`src/assert_macros.svh`:
```
// Assertion macros shared by the pool allocator RTL.
`ifndef ASSERT_MACROS_SVH
`define ASSERT_MACROS_SVH

// A condition that holds at every clock edge outside reset.
`define ASSERT_ALWAYS(label, expr, msg) \
	label: assert property (@(posedge clk) disable iff (!arst_n) (expr)) else $error(msg);

// A consequent that must hold in the cycle after its antecedent.
`define ASSERT_NEXT(label, ante, cons, msg) \
	label: assert property (@(posedge clk) disable iff (!arst_n) (ante) |=> (cons)) \
		else $error(msg);

// A consequent that must hold in the same cycle as its antecedent.
`define ASSERT_SAME(label, ante, cons, msg) \
	label: assert property (@(posedge clk) disable iff (!arst_n) (ante) |-> (cons)) \
		else $error(msg);

`endif

```
`src/cflpa_pkg.sv`:
```
// Package with the types, constants and codes of the pool allocator.
package cflpa_pkg;

	localparam int DEF_MAX_SLOTS  = 256;
	localparam int DEF_MAX_CHUNKS = 16;

	localparam int CHUNK_W     = 5;
	localparam int CHUNK_MAX   = 16;
	localparam int CNT_W       = 4;
	localparam int BYTES_W     = 13;
	localparam int BYTES_MAX   = 4096;
	localparam int STRIDE_W    = 9;
	localparam int STRIDE_MAX  = 256;
	localparam int ROUND_MASK  = 15;
	localparam int STRIDE_SHIFT = 4;
	localparam int COUNT_W     = 9;
	localparam int COUNT_MAX   = 511;
	localparam int SLOT_OUT_W  = 8;
	localparam int OFFSET_W    = 20;
	localparam int CFG_IDX_W   = 1;
	localparam int CFG_DATA_W  = 13;

	typedef enum logic [CFG_IDX_W-1:0] {
		REG_CHUNK_OBJECTS = 1'b0,
		REG_OBJECT_BYTES  = 1'b1
	} reg_idx_t;

	typedef enum logic {
		CMD_ALLOC = 1'b0,
		CMD_FREE  = 1'b1
	} cmd_code_t;

	typedef enum logic [1:0] {
		STAT_OK        = 2'd0,
		STAT_EXHAUSTED = 2'd1,
		STAT_RANGE     = 2'd2
	} status_t;

	typedef enum logic [2:0] {
		RES_NONE,
		RES_ALLOC,
		RES_EXHAUST,
		RES_FREE,
		RES_RANGE
	} res_kind_t;

	typedef enum logic [2:0] {
		ST_INIT,
		ST_IDLE,
		ST_EXEC,
		ST_GROW,
		ST_SETTLE
	} state_t;

	typedef struct packed {
		logic      latch;
		logic      push_chunk;
		logic      push_free;
		logic      pop;
		res_kind_t result;
	} ctrl_cmd_t;

	typedef struct packed {
		logic is_free;
		logic grow;
		logic empty;
		logic free_range_err;
		logic can_grow;
		logic push_last;
	} dp_status_t;

endpackage

```
`src/cflpa_ctrl.sv`:
```
// Controller state machine that sequences allocate, free and chunk growth.
`include "assert_macros.svh"

module cflpa_ctrl (
	input  logic                  clk,
	input  logic                  arst_n,
	input  logic                  start,
	input  cflpa_pkg::dp_status_t st,
	output cflpa_pkg::ctrl_cmd_t  cmd,
	output logic                  busy
);
	import cflpa_pkg::*;

	state_t state_q;
	state_t state_d;

	always_ff @(posedge clk or negedge arst_n) begin
		if (!arst_n) begin
			state_q <= ST_INIT;
		end else begin
			state_q <= state_d;
		end
	end

	always_comb begin
		state_d = state_q;
		cmd = '0;
		cmd.result = RES_NONE;
		unique case (state_q)
			ST_INIT: begin
				cmd.push_chunk = 1'b1;
				if (st.push_last) begin
					state_d = ST_IDLE;
				end
			end
			ST_IDLE: begin
				if (start) begin
					cmd.latch = 1'b1;
					state_d = ST_EXEC;
				end
			end
			ST_EXEC: begin
				state_d = ST_IDLE;
				priority if (st.is_free) begin
					if (st.free_range_err) begin
						cmd.result = RES_RANGE;
					end else begin
						cmd.push_free = 1'b1;
						cmd.result = RES_FREE;
					end
				end else if (!st.empty) begin
					cmd.pop = 1'b1;
					cmd.result = RES_ALLOC;
				end else if (st.grow && st.can_grow) begin
					state_d = ST_GROW;
				end else begin
					cmd.result = RES_EXHAUST;
				end
			end
			ST_GROW: begin
				cmd.push_chunk = 1'b1;
				if (st.push_last) begin
					state_d = ST_SETTLE;
				end
			end
			ST_SETTLE: begin
				state_d = ST_EXEC;
			end
			default: begin
				state_d = ST_IDLE;
			end
		endcase
	end

	assign busy = (state_q != ST_IDLE);

	`ASSERT_NEXT(a_accept_exec, start && state_q == ST_IDLE, state_q == ST_EXEC, "accepted word did not reach execute")
	`ASSERT_SAME(a_grow_only_when_empty, state_q == ST_GROW, st.empty || state_q == ST_GROW && !st.is_free, "chunk growth while the list holds slots")

endmodule

```
`src/cflpa_dp.sv`:
```
// Datapath with the link memory, list registers, counters and result registers.
`include "assert_macros.svh"

module cflpa_dp #(
	parameter int MAX_SLOTS  = cflpa_pkg::DEF_MAX_SLOTS,
	parameter int MAX_CHUNKS = cflpa_pkg::DEF_MAX_CHUNKS
) (
	input  logic                              clk,
	input  logic                              arst_n,
	input  logic                              cmd_in,
	input  logic                              grow,
	input  logic [7:0]                        free_slot,
	input  logic                              cfg_we,
	input  logic [cflpa_pkg::CFG_IDX_W-1:0]   cfg_index,
	input  logic [cflpa_pkg::CFG_DATA_W-1:0]  cfg_wdata,
	input  cflpa_pkg::ctrl_cmd_t              cmd,
	output cflpa_pkg::dp_status_t             st,
	output logic                              done,
	output logic [1:0]                        status,
	output logic [cflpa_pkg::SLOT_OUT_W-1:0]  slot,
	output logic [cflpa_pkg::OFFSET_W-1:0]    object_offset,
	output logic [cflpa_pkg::COUNT_W-1:0]     free_count,
	output logic [cflpa_pkg::COUNT_W-1:0]     allocated_count
);
	import cflpa_pkg::*;

	localparam int SW  = (MAX_SLOTS > 1) ? $clog2(MAX_SLOTS) : 1;
	localparam int TW  = $clog2(MAX_SLOTS + 1);
	localparam int TW1 = TW + 1;
	localparam int CW  = $clog2(MAX_CHUNKS + 1);
	localparam int PW  = SW + STRIDE_W;

	logic [SW:0]           mem [MAX_SLOTS];
	logic [SW:0]           rd_q;
	logic                  we;
	logic [SW-1:0]         waddr;
	logic [SW:0]           wdata;

	logic [CHUNK_W-1:0]    chunk_n_q;
	logic [STRIDE_W-1:0]   stride_q;
	logic [SW-1:0]         head_q, head_d;
	logic                  empty_q, empty_d;
	logic [COUNT_W-1:0]    free_q, free_d;
	logic [TW-1:0]         total_q, total_d;
	logic [CW-1:0]         chunks_q, chunks_d;
	logic [CNT_W-1:0]      cnt_q;
	logic                  cmd_q;
	logic                  grow_q;
	logic [7:0]            fs_q;

	logic                  push_en;
	logic [SW-1:0]         push_idx;
	logic                  push_last;
	logic [PW-1:0]         prod;
	logic [BYTES_W:0]      bytes_rounded;

	logic                  done_q;
	status_t               status_q;
	logic [SLOT_OUT_W-1:0] slot_q;
	logic [OFFSET_W-1:0]   offset_q;
	logic [COUNT_W-1:0]    free_cnt_q;
	logic [COUNT_W-1:0]    alloc_cnt_q;

	assign bytes_rounded = ({1'b0, cfg_wdata} + (BYTES_W+1)'(ROUND_MASK)) >> STRIDE_SHIFT;

	always_ff @(posedge clk or negedge arst_n) begin
		if (!arst_n) begin
			chunk_n_q <= CHUNK_W'(CHUNK_MAX);
			stride_q  <= STRIDE_W'(1);
		end else if (cfg_we) begin
			unique case (cfg_index)
				REG_CHUNK_OBJECTS: begin
					if (cfg_wdata[CHUNK_W-1:0] == '0) begin
						chunk_n_q <= CHUNK_W'(1);
					end else if (cfg_wdata[CHUNK_W-1:0] > CHUNK_W'(CHUNK_MAX)) begin
						chunk_n_q <= CHUNK_W'(CHUNK_MAX);
					end else begin
						chunk_n_q <= cfg_wdata[CHUNK_W-1:0];
					end
				end
				REG_OBJECT_BYTES: begin
					if (cfg_wdata == '0) begin
						stride_q <= STRIDE_W'(1);
					end else if (cfg_wdata > CFG_DATA_W'(BYTES_MAX)) begin
						stride_q <= STRIDE_W'(STRIDE_MAX);
					end else begin
						stride_q <= STRIDE_W'(bytes_rounded);
					end
				end
				default: begin
				end
			endcase
		end
	end

	assign push_idx  = cmd.push_chunk ? SW'(total_q + TW'(cnt_q)) : SW'(fs_q);
	assign push_en   = cmd.push_chunk || cmd.push_free;
	assign push_last = ({1'b0, cnt_q} == (chunk_n_q - CHUNK_W'(1)));
	assign prod      = PW'(head_q) * PW'(stride_q);

	always_comb begin
		head_d   = head_q;
		empty_d  = empty_q;
		free_d   = free_q;
		total_d  = total_q;
		chunks_d = chunks_q;
		we       = 1'b0;
		waddr    = push_idx;
		wdata    = {empty_q, head_q};
		if (push_en) begin
			we      = 1'b1;
			head_d  = push_idx;
			empty_d = 1'b0;
			if (free_q != COUNT_W'(COUNT_MAX)) begin
				free_d = free_q + COUNT_W'(1);
			end
		end
		if (cmd.push_chunk && push_last) begin
			total_d  = total_q + TW'(chunk_n_q);
			chunks_d = chunks_q + CW'(1);
		end
		if (cmd.pop) begin
			if (rd_q[SW]) begin
				empty_d = 1'b1;
				head_d  = '0;
			end else begin
				head_d = rd_q[SW-1:0];
			end
			if (free_q != '0) begin
				free_d = free_q - COUNT_W'(1);
			end
		end
	end

	always_ff @(posedge clk) begin
		if (we) begin
			mem[waddr] <= wdata;
		end
		rd_q <= mem[head_q];
	end

	always_ff @(posedge clk or negedge arst_n) begin
		if (!arst_n) begin
			head_q   <= '0;
			empty_q  <= 1'b1;
			free_q   <= '0;
			total_q  <= '0;
			chunks_q <= '0;
			cnt_q    <= '0;
			done_q   <= 1'b0;
		end else begin
			head_q   <= head_d;
			empty_q  <= empty_d;
			free_q   <= free_d;
			total_q  <= total_d;
			chunks_q <= chunks_d;
			if (cmd.push_chunk) begin
				cnt_q <= push_last ? '0 : cnt_q + CNT_W'(1);
			end
			done_q <= (cmd.result != RES_NONE);
		end
	end

	always_ff @(posedge clk) begin
		if (cmd.latch) begin
			cmd_q  <= cmd_in;
			grow_q <= grow;
			fs_q   <= free_slot;
		end
		if (cmd.result != RES_NONE) begin
			slot_q      <= (cmd.result == RES_ALLOC) ? SLOT_OUT_W'(head_q) : '0;
			offset_q    <= (cmd.result == RES_ALLOC) ?
				OFFSET_W'({prod, STRIDE_SHIFT'(0)}) : '0;
			free_cnt_q  <= free_d;
			alloc_cnt_q <= COUNT_W'(total_d);
			unique case (cmd.result)
				RES_ALLOC:   status_q <= STAT_OK;
				RES_EXHAUST: status_q <= STAT_EXHAUSTED;
				RES_RANGE:   status_q <= STAT_RANGE;
				RES_FREE:    status_q <= STAT_OK;
				default:     status_q <= STAT_OK;
			endcase
		end
	end

	assign st.is_free        = (cmd_q == CMD_FREE);
	assign st.grow           = grow_q;
	assign st.empty          = empty_q;
	assign st.free_range_err = (32'(fs_q) >= 32'(total_q));
	assign st.can_grow       = (chunks_q < CW'(MAX_CHUNKS)) &&
		(TW1'(total_q) + TW1'(chunk_n_q) <= TW1'(MAX_SLOTS));
	assign st.push_last      = push_last;

	assign done            = done_q;
	assign status          = status_q;
	assign slot            = slot_q;
	assign object_offset   = offset_q;
	assign free_count      = free_cnt_q;
	assign allocated_count = alloc_cnt_q;

	`ASSERT_ALWAYS(a_total_bound, 32'(total_q) <= 32'(MAX_SLOTS), "slot total exceeds capacity")
	`ASSERT_SAME(a_head_in_range, !empty_q && cnt_q == '0, 32'(head_q) < 32'(total_q), "list head outside added slots")
	`ASSERT_ALWAYS(a_chunks_bound, 32'(chunks_q) <= 32'(MAX_CHUNKS), "chunk count exceeds limit")
	`ASSERT_SAME(a_pop_needs_slot, cmd.pop, !empty_q, "pop from an empty list")

endmodule

```
`src/chunked_free_list_pool_allocator_unit.sv`:
```
// Top level of the chunked free-list pool allocator.
//
// After reset the block is busy while it links the first chunk, chunk_objects
// slots (16 by default), into the free list. A word is taken when start is
// high and busy is low; allocate and free then pass through an accept state and
// an execute state that does the read-modify-write of the link memory through
// its registered read port. An allocate that finds the list empty with grow set
// and room for another chunk pushes one slot of a new chunk at a time, rereads
// the new head and executes the allocate again. Each result appears on done for
// exactly one cycle and cannot be held off by the receiver.
module chunked_free_list_pool_allocator_unit #(
	parameter int MAX_SLOTS  = cflpa_pkg::DEF_MAX_SLOTS,
	parameter int MAX_CHUNKS = cflpa_pkg::DEF_MAX_CHUNKS
) (
	input  logic                              clk,
	input  logic                              arst_n,
	input  logic                              start,
	output logic                              busy,
	input  logic                              cmd,
	input  logic                              grow,
	input  logic [7:0]                        free_slot,
	input  logic                              cfg_we,
	input  logic [cflpa_pkg::CFG_IDX_W-1:0]   cfg_index,
	input  logic [cflpa_pkg::CFG_DATA_W-1:0]  cfg_wdata,
	output logic                              done,
	output logic [1:0]                        status,
	output logic [cflpa_pkg::SLOT_OUT_W-1:0]  slot,
	output logic [cflpa_pkg::OFFSET_W-1:0]    object_offset,
	output logic [cflpa_pkg::COUNT_W-1:0]     free_count,
	output logic [cflpa_pkg::COUNT_W-1:0]     allocated_count
);
	import cflpa_pkg::*;

	ctrl_cmd_t  ctrl_cmd;
	dp_status_t dp_st;

	cflpa_ctrl u_ctrl (
		.clk    (clk),
		.arst_n (arst_n),
		.start  (start),
		.st     (dp_st),
		.cmd    (ctrl_cmd),
		.busy   (busy)
	);

	cflpa_dp #(
		.MAX_SLOTS  (MAX_SLOTS),
		.MAX_CHUNKS (MAX_CHUNKS)
	) u_dp (
		.clk             (clk),
		.arst_n          (arst_n),
		.cmd_in          (cmd),
		.grow            (grow),
		.free_slot       (free_slot),
		.cfg_we          (cfg_we),
		.cfg_index       (cfg_index),
		.cfg_wdata       (cfg_wdata),
		.cmd             (ctrl_cmd),
		.st              (dp_st),
		.done            (done),
		.status          (status),
		.slot            (slot),
		.object_offset   (object_offset),
		.free_count      (free_count),
		.allocated_count (allocated_count)
	);

endmodule

```
`config.mk`:
```
export PLATFORM = sky130hd
export DESIGN_NAME = chunked_free_list_pool_allocator_unit
export DESIGN_NICKNAME = d
export VERILOG_FILES = /design/src/cflpa_pkg.sv /design/src/cflpa_ctrl.sv /design/src/cflpa_dp.sv /design/src/chunked_free_list_pool_allocator_unit.sv
export VERILOG_INCLUDE_DIRS = /design/src /design/src/src
export SDC_FILE = /design/constraint.sdc
export NUM_CORES = 2
export LEC_CHECK = 0
export ABC_AREA = 0
export BUFFER_PORTS_ARGS = -buffer_cell sky130_fd_sc_hd__buf_2
export CORE_MARGIN = 3
export CORE_UTILIZATION = 50
export CTS_CLUSTER_SIZE = 24
export DETAILED_ROUTE_END_ITERATION = 8
export HOLD_SLACK_MARGIN = 0.1
export PLACE_DENSITY = 0.68
export SLEW_MARGIN = 25
export SYNTH_ARGS = -nofsm -noshare
export SYNTH_HDL_FRONTEND = slang
export SYNTH_SLANG_ARGS = --single-unit
```
`constraint.sdc`:
```
create_clock -name clk -period 8.75 [get_ports clk]
set_input_delay 1.3125 -clock clk [delete_from_list [all_inputs] [get_ports clk]]
set_output_delay 1.3125 -clock clk [all_outputs]
set_load 0.02 [all_outputs]
```
* After elaboration in Yosys (flattened, before gate mapping)
Memory sizes are Yosys's and may differ from the RTL's. A register that Yosys moved wholly into a read port is not among the register bits.
Index checks and enable logic that the tools add are counted.
** Cells by class
- Add/subtract/negate cells :: 9
- Multiply operators :: 1
- Div/mod/pow operators :: 0
- $lt $le $gt $ge :: 5
- Equal/unequal tests :: 13
- Shift-type cells :: 0
- Multiplexer cells :: 40
- Bitwise operators :: 1
- Reduce and logical (&&, ||, !) cells :: 14
** Operators with widths (count)
- $mux 9 :: 7
- $mux 8 :: 4
- $mux 3 :: 7
- $mul 8x9->16 :: 1
- $mux 5 :: 3
- $pmux 3 s5 :: 1
- $add 13x4->13 const B :: 1
- $gt 13x13->1 const B :: 1
- $logic_not 13->1 :: 1
- $mux 1 :: 13
- $add 9x5->10 :: 1
- $le 10x9->1 const B :: 1
- $add 9x1->9 const B :: 1
- $add 9x5->9 :: 1
- $eq 3x2->1 const B :: 3
- $ge 8x9->1 :: 1
- $ne 9x9->1 const B :: 1
- $reduce_bool 9->1 :: 1
- $sub 9x1->9 const B :: 1
- $add 8x4->8 :: 1
- $eq 3x1->1 const B :: 2
- $eq 3x3->1 const B :: 2
- $mux 2 :: 3
- $add 5x1->5 const B :: 1
- other kinds (20) :: 24
** Storage, ports and cells
- Register bits after elaboration :: 112
- Bits in latches :: 0
- Memory bits (writable) :: 2304
- Memory bits (read-only) :: 0
- Input port bits :: 28
- Output and inout port bits :: 50
- Word-level logic and storage cells :: 103
- Memories :: 1
** Memory list
- u_dp.mem :: words 256, width 9, read ports 1, clocked after Yosys merged registers in 1, wr ports 1, RTL line cflpa_dp.sv:33 : logic [SW:0] mem [MAX_SLOTS];

* Longest topological paths before layout
- Depth after elaboration :: 12
- Depth in mapped cells :: 24
- Gate-level depth less buffers :: 18

* Modules after synthesis
Synthesis repeated with hierarchy kept, for this count alone.
** Second synthesis, totals
- Cells, all modules :: 4738
- Area, all modules :: 96013.3 um^2
** By module, submodules not included
- cflpa_dp :: instances 1, cells an instance 4705, area each 95724.3 um^2, sequential area each 72268.1 um^2
- cflpa_ctrl :: instances 1, cells an instance 33, area each 289.0 um^2, sequential area each 75.1 um^2

* Worst setup path after synthesis
Ideal clock, no wire load.
- Path kind :: reg-to-reg
- From :: register u_dp.head_q[3]
- To :: register u_dp.offset_q[18], in the netlist u_dp.object_offset[18], data pin
- Setup time :: 0.266 ns
- Arrival time :: 8.674 ns
- Setup slack :: -0.190 ns
- Cell stages (with the launch flop) :: 21
- Path buffers :: 5
- Clock period less this slack :: 8.940 ns
- Cells stage by stage :: dfrtp_1 -> buf_2 -> buf_1 -> buf_1 -> clkbuf_1 -> clkbuf_1 -> and2_1 -> fa_1 -> fa_1 -> fa_1 -> inv_1 -> fa_1 -> inv_1 -> ha_1 -> a21oi_1 -> o21ai_0 -> a2111oi_0 -> o21bai_1 -> a21oi_1 -> xor2_1 -> nor2_1
** On the way
- Word-level cells in the longest chain between the ends :: 1
** RTL lines
- start, declared :: RTL line cflpa_dp.sv:41 : logic [SW-1:0] head_q, head_d;
- start signal, assigned :: RTL line cflpa_dp.sv:144 : head_q <= '0;
- start signal, assigned :: RTL line cflpa_dp.sv:152 : head_q <= head_d;
- $mul 8x9->16 :: RTL line cflpa_dp.sv:99 : assign prod = PW'(head_q) * PW'(stride_q);
- end signal, assigned :: RTL line cflpa_dp.sv:172 : offset_q <= (cmd.result == RES_ALLOC) ?
- end, declared :: RTL line cflpa_dp.sv:60 : logic [OFFSET_W-1:0] offset_q;
Every way passes these cells.
A chain may end at the register's enable or synchronous reset.

* Final worst setup path
- From :: register u_dp.head_q[2]
- To :: register u_dp.offset_q[18], in the netlist u_dp.object_offset[18], data pin
The elaborated chain is that of the path after synthesis.

==> impl_results.md <==
- Setup violators final: 0
- Share of post-route cells with drive strength above 1: 0.197
- Tcrit/Tclk final: 0.616
- Bufs and invs on worst path: 2
- Ranking of synthesized cells by area: edfxtp_1 73%, mux4_2 11%, mux2i_1 2.3%, dfrtp_1 1.3%, nor2_1 1.2%
- Worst slew pin tran: 1.14 ns
- Wire length on met3: between 15 and 20 mm
- CP delay by family, top: adder cells
- Antenna violations before repair: 6
- Final Max Tran Viols: 0
- Ys async rst share: 0.0223
- Max cap viols: 0
- Worst-path cell chain: and2_1 > fa_1 > fa_1 > inv_1 > fa_1 > fa_1 > inv_1 > ha_1 > o21a_1 > a21oi_1 > o21ai_0 > a2111oi_0 > o21bai_1 > a21oi_1 > xor2_1 > nor2_1
- Static leakage: around 34 nW
- Largest net degree at the start of global routing: ~240
- Design area: between 0.1 and 0.15 mm2
- Pint: roughly 23 mW
- Synth cell types: between 70 and 80
- Worst-Skew Late Latency: 0.87 ns
- Synth area leader: edfxtp_1
- Dpl cells: around 7300
- Num CTS Buffers: around 230
- Maximum vdd drop: between 0.2 and 0.3 mV
- Cts repair resizes: 0
- Synthesis warning total: 0
- Clock power frac: 0.273
- WS Path Type: flop to flop
- Reg power frac: 0.430
- CTS Hold Bufs: 0
- Area added between synthesis and finish: 10.3%
- Starting Density: 0.506
- Vias/cell: 6.24
- Fin crit period: 5.39 ns
- GRT Total Usage: 0.225
- Critical path capture point type: flop
- Met2 wire len: roughly 100 mm
- Crit path largest cell delay: 0.72 ns
- Post-synth top area share: 0.731
- TritonCTS clock tree: built
- Critical path startpoint category: flop
- Wire per inst: 28.9 um
- Routed WL: around 220 mm
- Clock Pin Slew Worst Setup and Hold Paths: approximately 0.060 ns
- Clock Skew: 0.0364 ns
- Status: finished clean
- Power Total: 34.7 mW
- Core Rows: between 150 and 200
- NetSw: ~11 mW
- Seq cells post-synth: around 2400
- Worst EP arrival: 5.96 ns
- Ports: 78
- Switch share: 0.327
- CTS Sinks: 2421
- Placeable Area: about 0.19 mm2
- Placer Congestion: about 0.85
- Die width: ~450 um
- Placed instance area: 0.0995 mm2
- RSZ-0062 raised after global routing: no
- Syn avg cell area: slightly below 20 um2
- Proportion of synthesized chip area in sequential cells: 0.747
- Mapped cell area: between 0.09 and 0.1 mm2
- Post-route setup TNS: 0 ns
- Maximum clock path buffer count: 3
- Hold slack: between 0.4 and 0.5 ns
- Number of port buffers: 73
- Post-synth EDFFs: ~2400
- Final HPWL DP: around 140 mm
- Final core occ: 0.558
- Most frequent CP cell: fa_1
- Number of global-route vias before repair: 47960
- Top-count cell post-synth: edfxtp_1
- Worst Hold Class: flop to flop
- Met1 Wirelength: 92.6 mm
- P per Cell Area: approximately 330 mW/mm2
- Worst slew margin: 0.239
- Post-CTS Setup Repair Bufs: 0
- First-pass GRT wire length: about 330 mm
- Crit path required time: 9.32 ns
- Die Y-Extent: about 450 um
- Grt total ovfl: 0
- Antenna Nets Post-Route: 0
- Comb power frac: 0.296
- Top layer in use: met5
- Detailed Route Iter0 Violations: 5826
- DR vias: approximately 48000
- Root Driver: clkbuf_16
- Die ar.: 0.199 mm2
- Nets: between 5000 and 6000
- Synth top cells by count: 2358 x edfxtp_1, 486 x mux4_2, 315 x nor2_1, 225 x mux2i_1
- Initial DRT Pass Iterations: 6
- Slowest cell on crit path: dfrtp_4
- Place WS: 3.37 ns
- DRC viols: 0
- Non-Filler Instances: about 7700
- Mapped Cells: approximately 4900
- Final hold vios: 0
- CP max FO: 48
- Post-synth top flop: edfxtp_1
- H-tree lvl count: 4
- Max Freq: between 150 and 200 MHz
- Final WS setup: roughly 3.4 ns
-- kinds of logic after synthesis --
family / count (synthesis) / share of synthesized area
other: 1 / 0.0000387
xor gates and xnor gates: 47 / 0.00425
adders and majority gates: 100 / 0.0163
buffers and inverters: 353 / 0.0207
muxes: 716 / 0.137
AOI/OAI and AO/OA: 502 / 0.0372
and+or+nand+nor: 758 / 0.0373
DFF: 2421 / 0.747
-- registers in the layout, indices dropped and copies added (netlist names) --
register	count
u_ctrl.state_q	3
u_dp.allocated_count	9
u_dp.chunk_n_q	5
u_dp.chunks_q	5
u_dp.cmd_q	1
u_dp.cnt_q	4
u_dp.done	1
u_dp.empty_q	1
u_dp.free_count	9
u_dp.free_q	9
u_dp.fs_q	8
u_dp.grow_q	1
u_dp.head_q	8
u_dp.mem	2304
u_dp.object_offset	16
u_dp.rd_q	9
u_dp.slot	8
u_dp.status	2
u_dp.stride_q	9
u_dp.total_q	9
-- path summary, 6_finish.rpt --
check	slack [ns]	start	end	depth (start not counted)
worst max-delay path	3.36	u_dp.head_q[2]$_DFFE_PN0P_	u_dp.object_offset[18]$_SDFFCE_PP0P_	16
worst min register to register	0.47	u_dp.chunks_q[4]$_DFFE_PN0P_	u_dp.chunks_q[4]$_DFFE_PN0P_	1
worst min-delay path	0.47	u_dp.chunks_q[4]$_DFFE_PN0P_	u_dp.chunks_q[4]$_DFFE_PN0P_	1
max in group asynchronous	7.53	arst_n	u_dp.head_q[4]$_DFFE_PN0P_	2
min in group asynchronous	0.58	arst_n	u_dp.chunks_q[3]$_DFFE_PN0P_	2
worst max register to register	3.36	u_dp.head_q[2]$_DFFE_PN0P_	u_dp.object_offset[18]$_SDFFCE_PP0P_	16
-- cell type report --
type	instances	area, um2
Clock inverter	123	1070
Sequential cell	2421	72400
Antenna cell	3	7.51
Fill cell	14258	84700
Clock buffer	299	6060
Timing Repair Buffer	164	1180
Tap cell	2511	3140
Multi-Input combinational cell	2127	22600
Inverter	79	299
-- placed cells by master, fill, tap and decap left out, types with 43 or more instances in the layout --
cell / synthesis / layout
edfxtp_1: 2358 / 2358
mux4_2: 486 / 486
nor2_1: 315 / 293
clkbuf_16: 0 / 230
mux2i_1: 225 / 225
nand2_1: 119 / 119
a21oi_1: 90 / 90
buf_4: 34 / 80
a22oi_1: 79 / 79
and2_1: 79 / 78
inv_1: 78 / 78
buf_2: 57 / 73
o22ai_1: 68 / 68
clkbuf_1: 119 / 64
o21ai_0: 61 / 61
ha_1: 57 / 57
clkinv_1: 1 / 50
o211ai_1: 48 / 48
nand3_1: 46 / 46
fa_1: 43 / 43
dfrtp_1: 51 / 43
-- routing by layer --
layer | global-route usage | vias up
met4 | 0.0719 | 6
met5 | 0 | -
li1 | - | 20270
met3 | 0.0451 | 400
met1 | 0.336 | 25445
met2 | 0.338 | 2125
-- power groups by stage --
stage	clock, mW	combinational, mW	sequential, mW
global placement	0	10.1	15.2
CTS	9.63	10.3	14.9
finish	9.50	10.3	14.9
global route	10.1	10.9	15.0
detailed placement	0	10.3	15.2
floorplan	0	6.28	15.9
No activity file was read; power rests on OpenSTA's default activity.
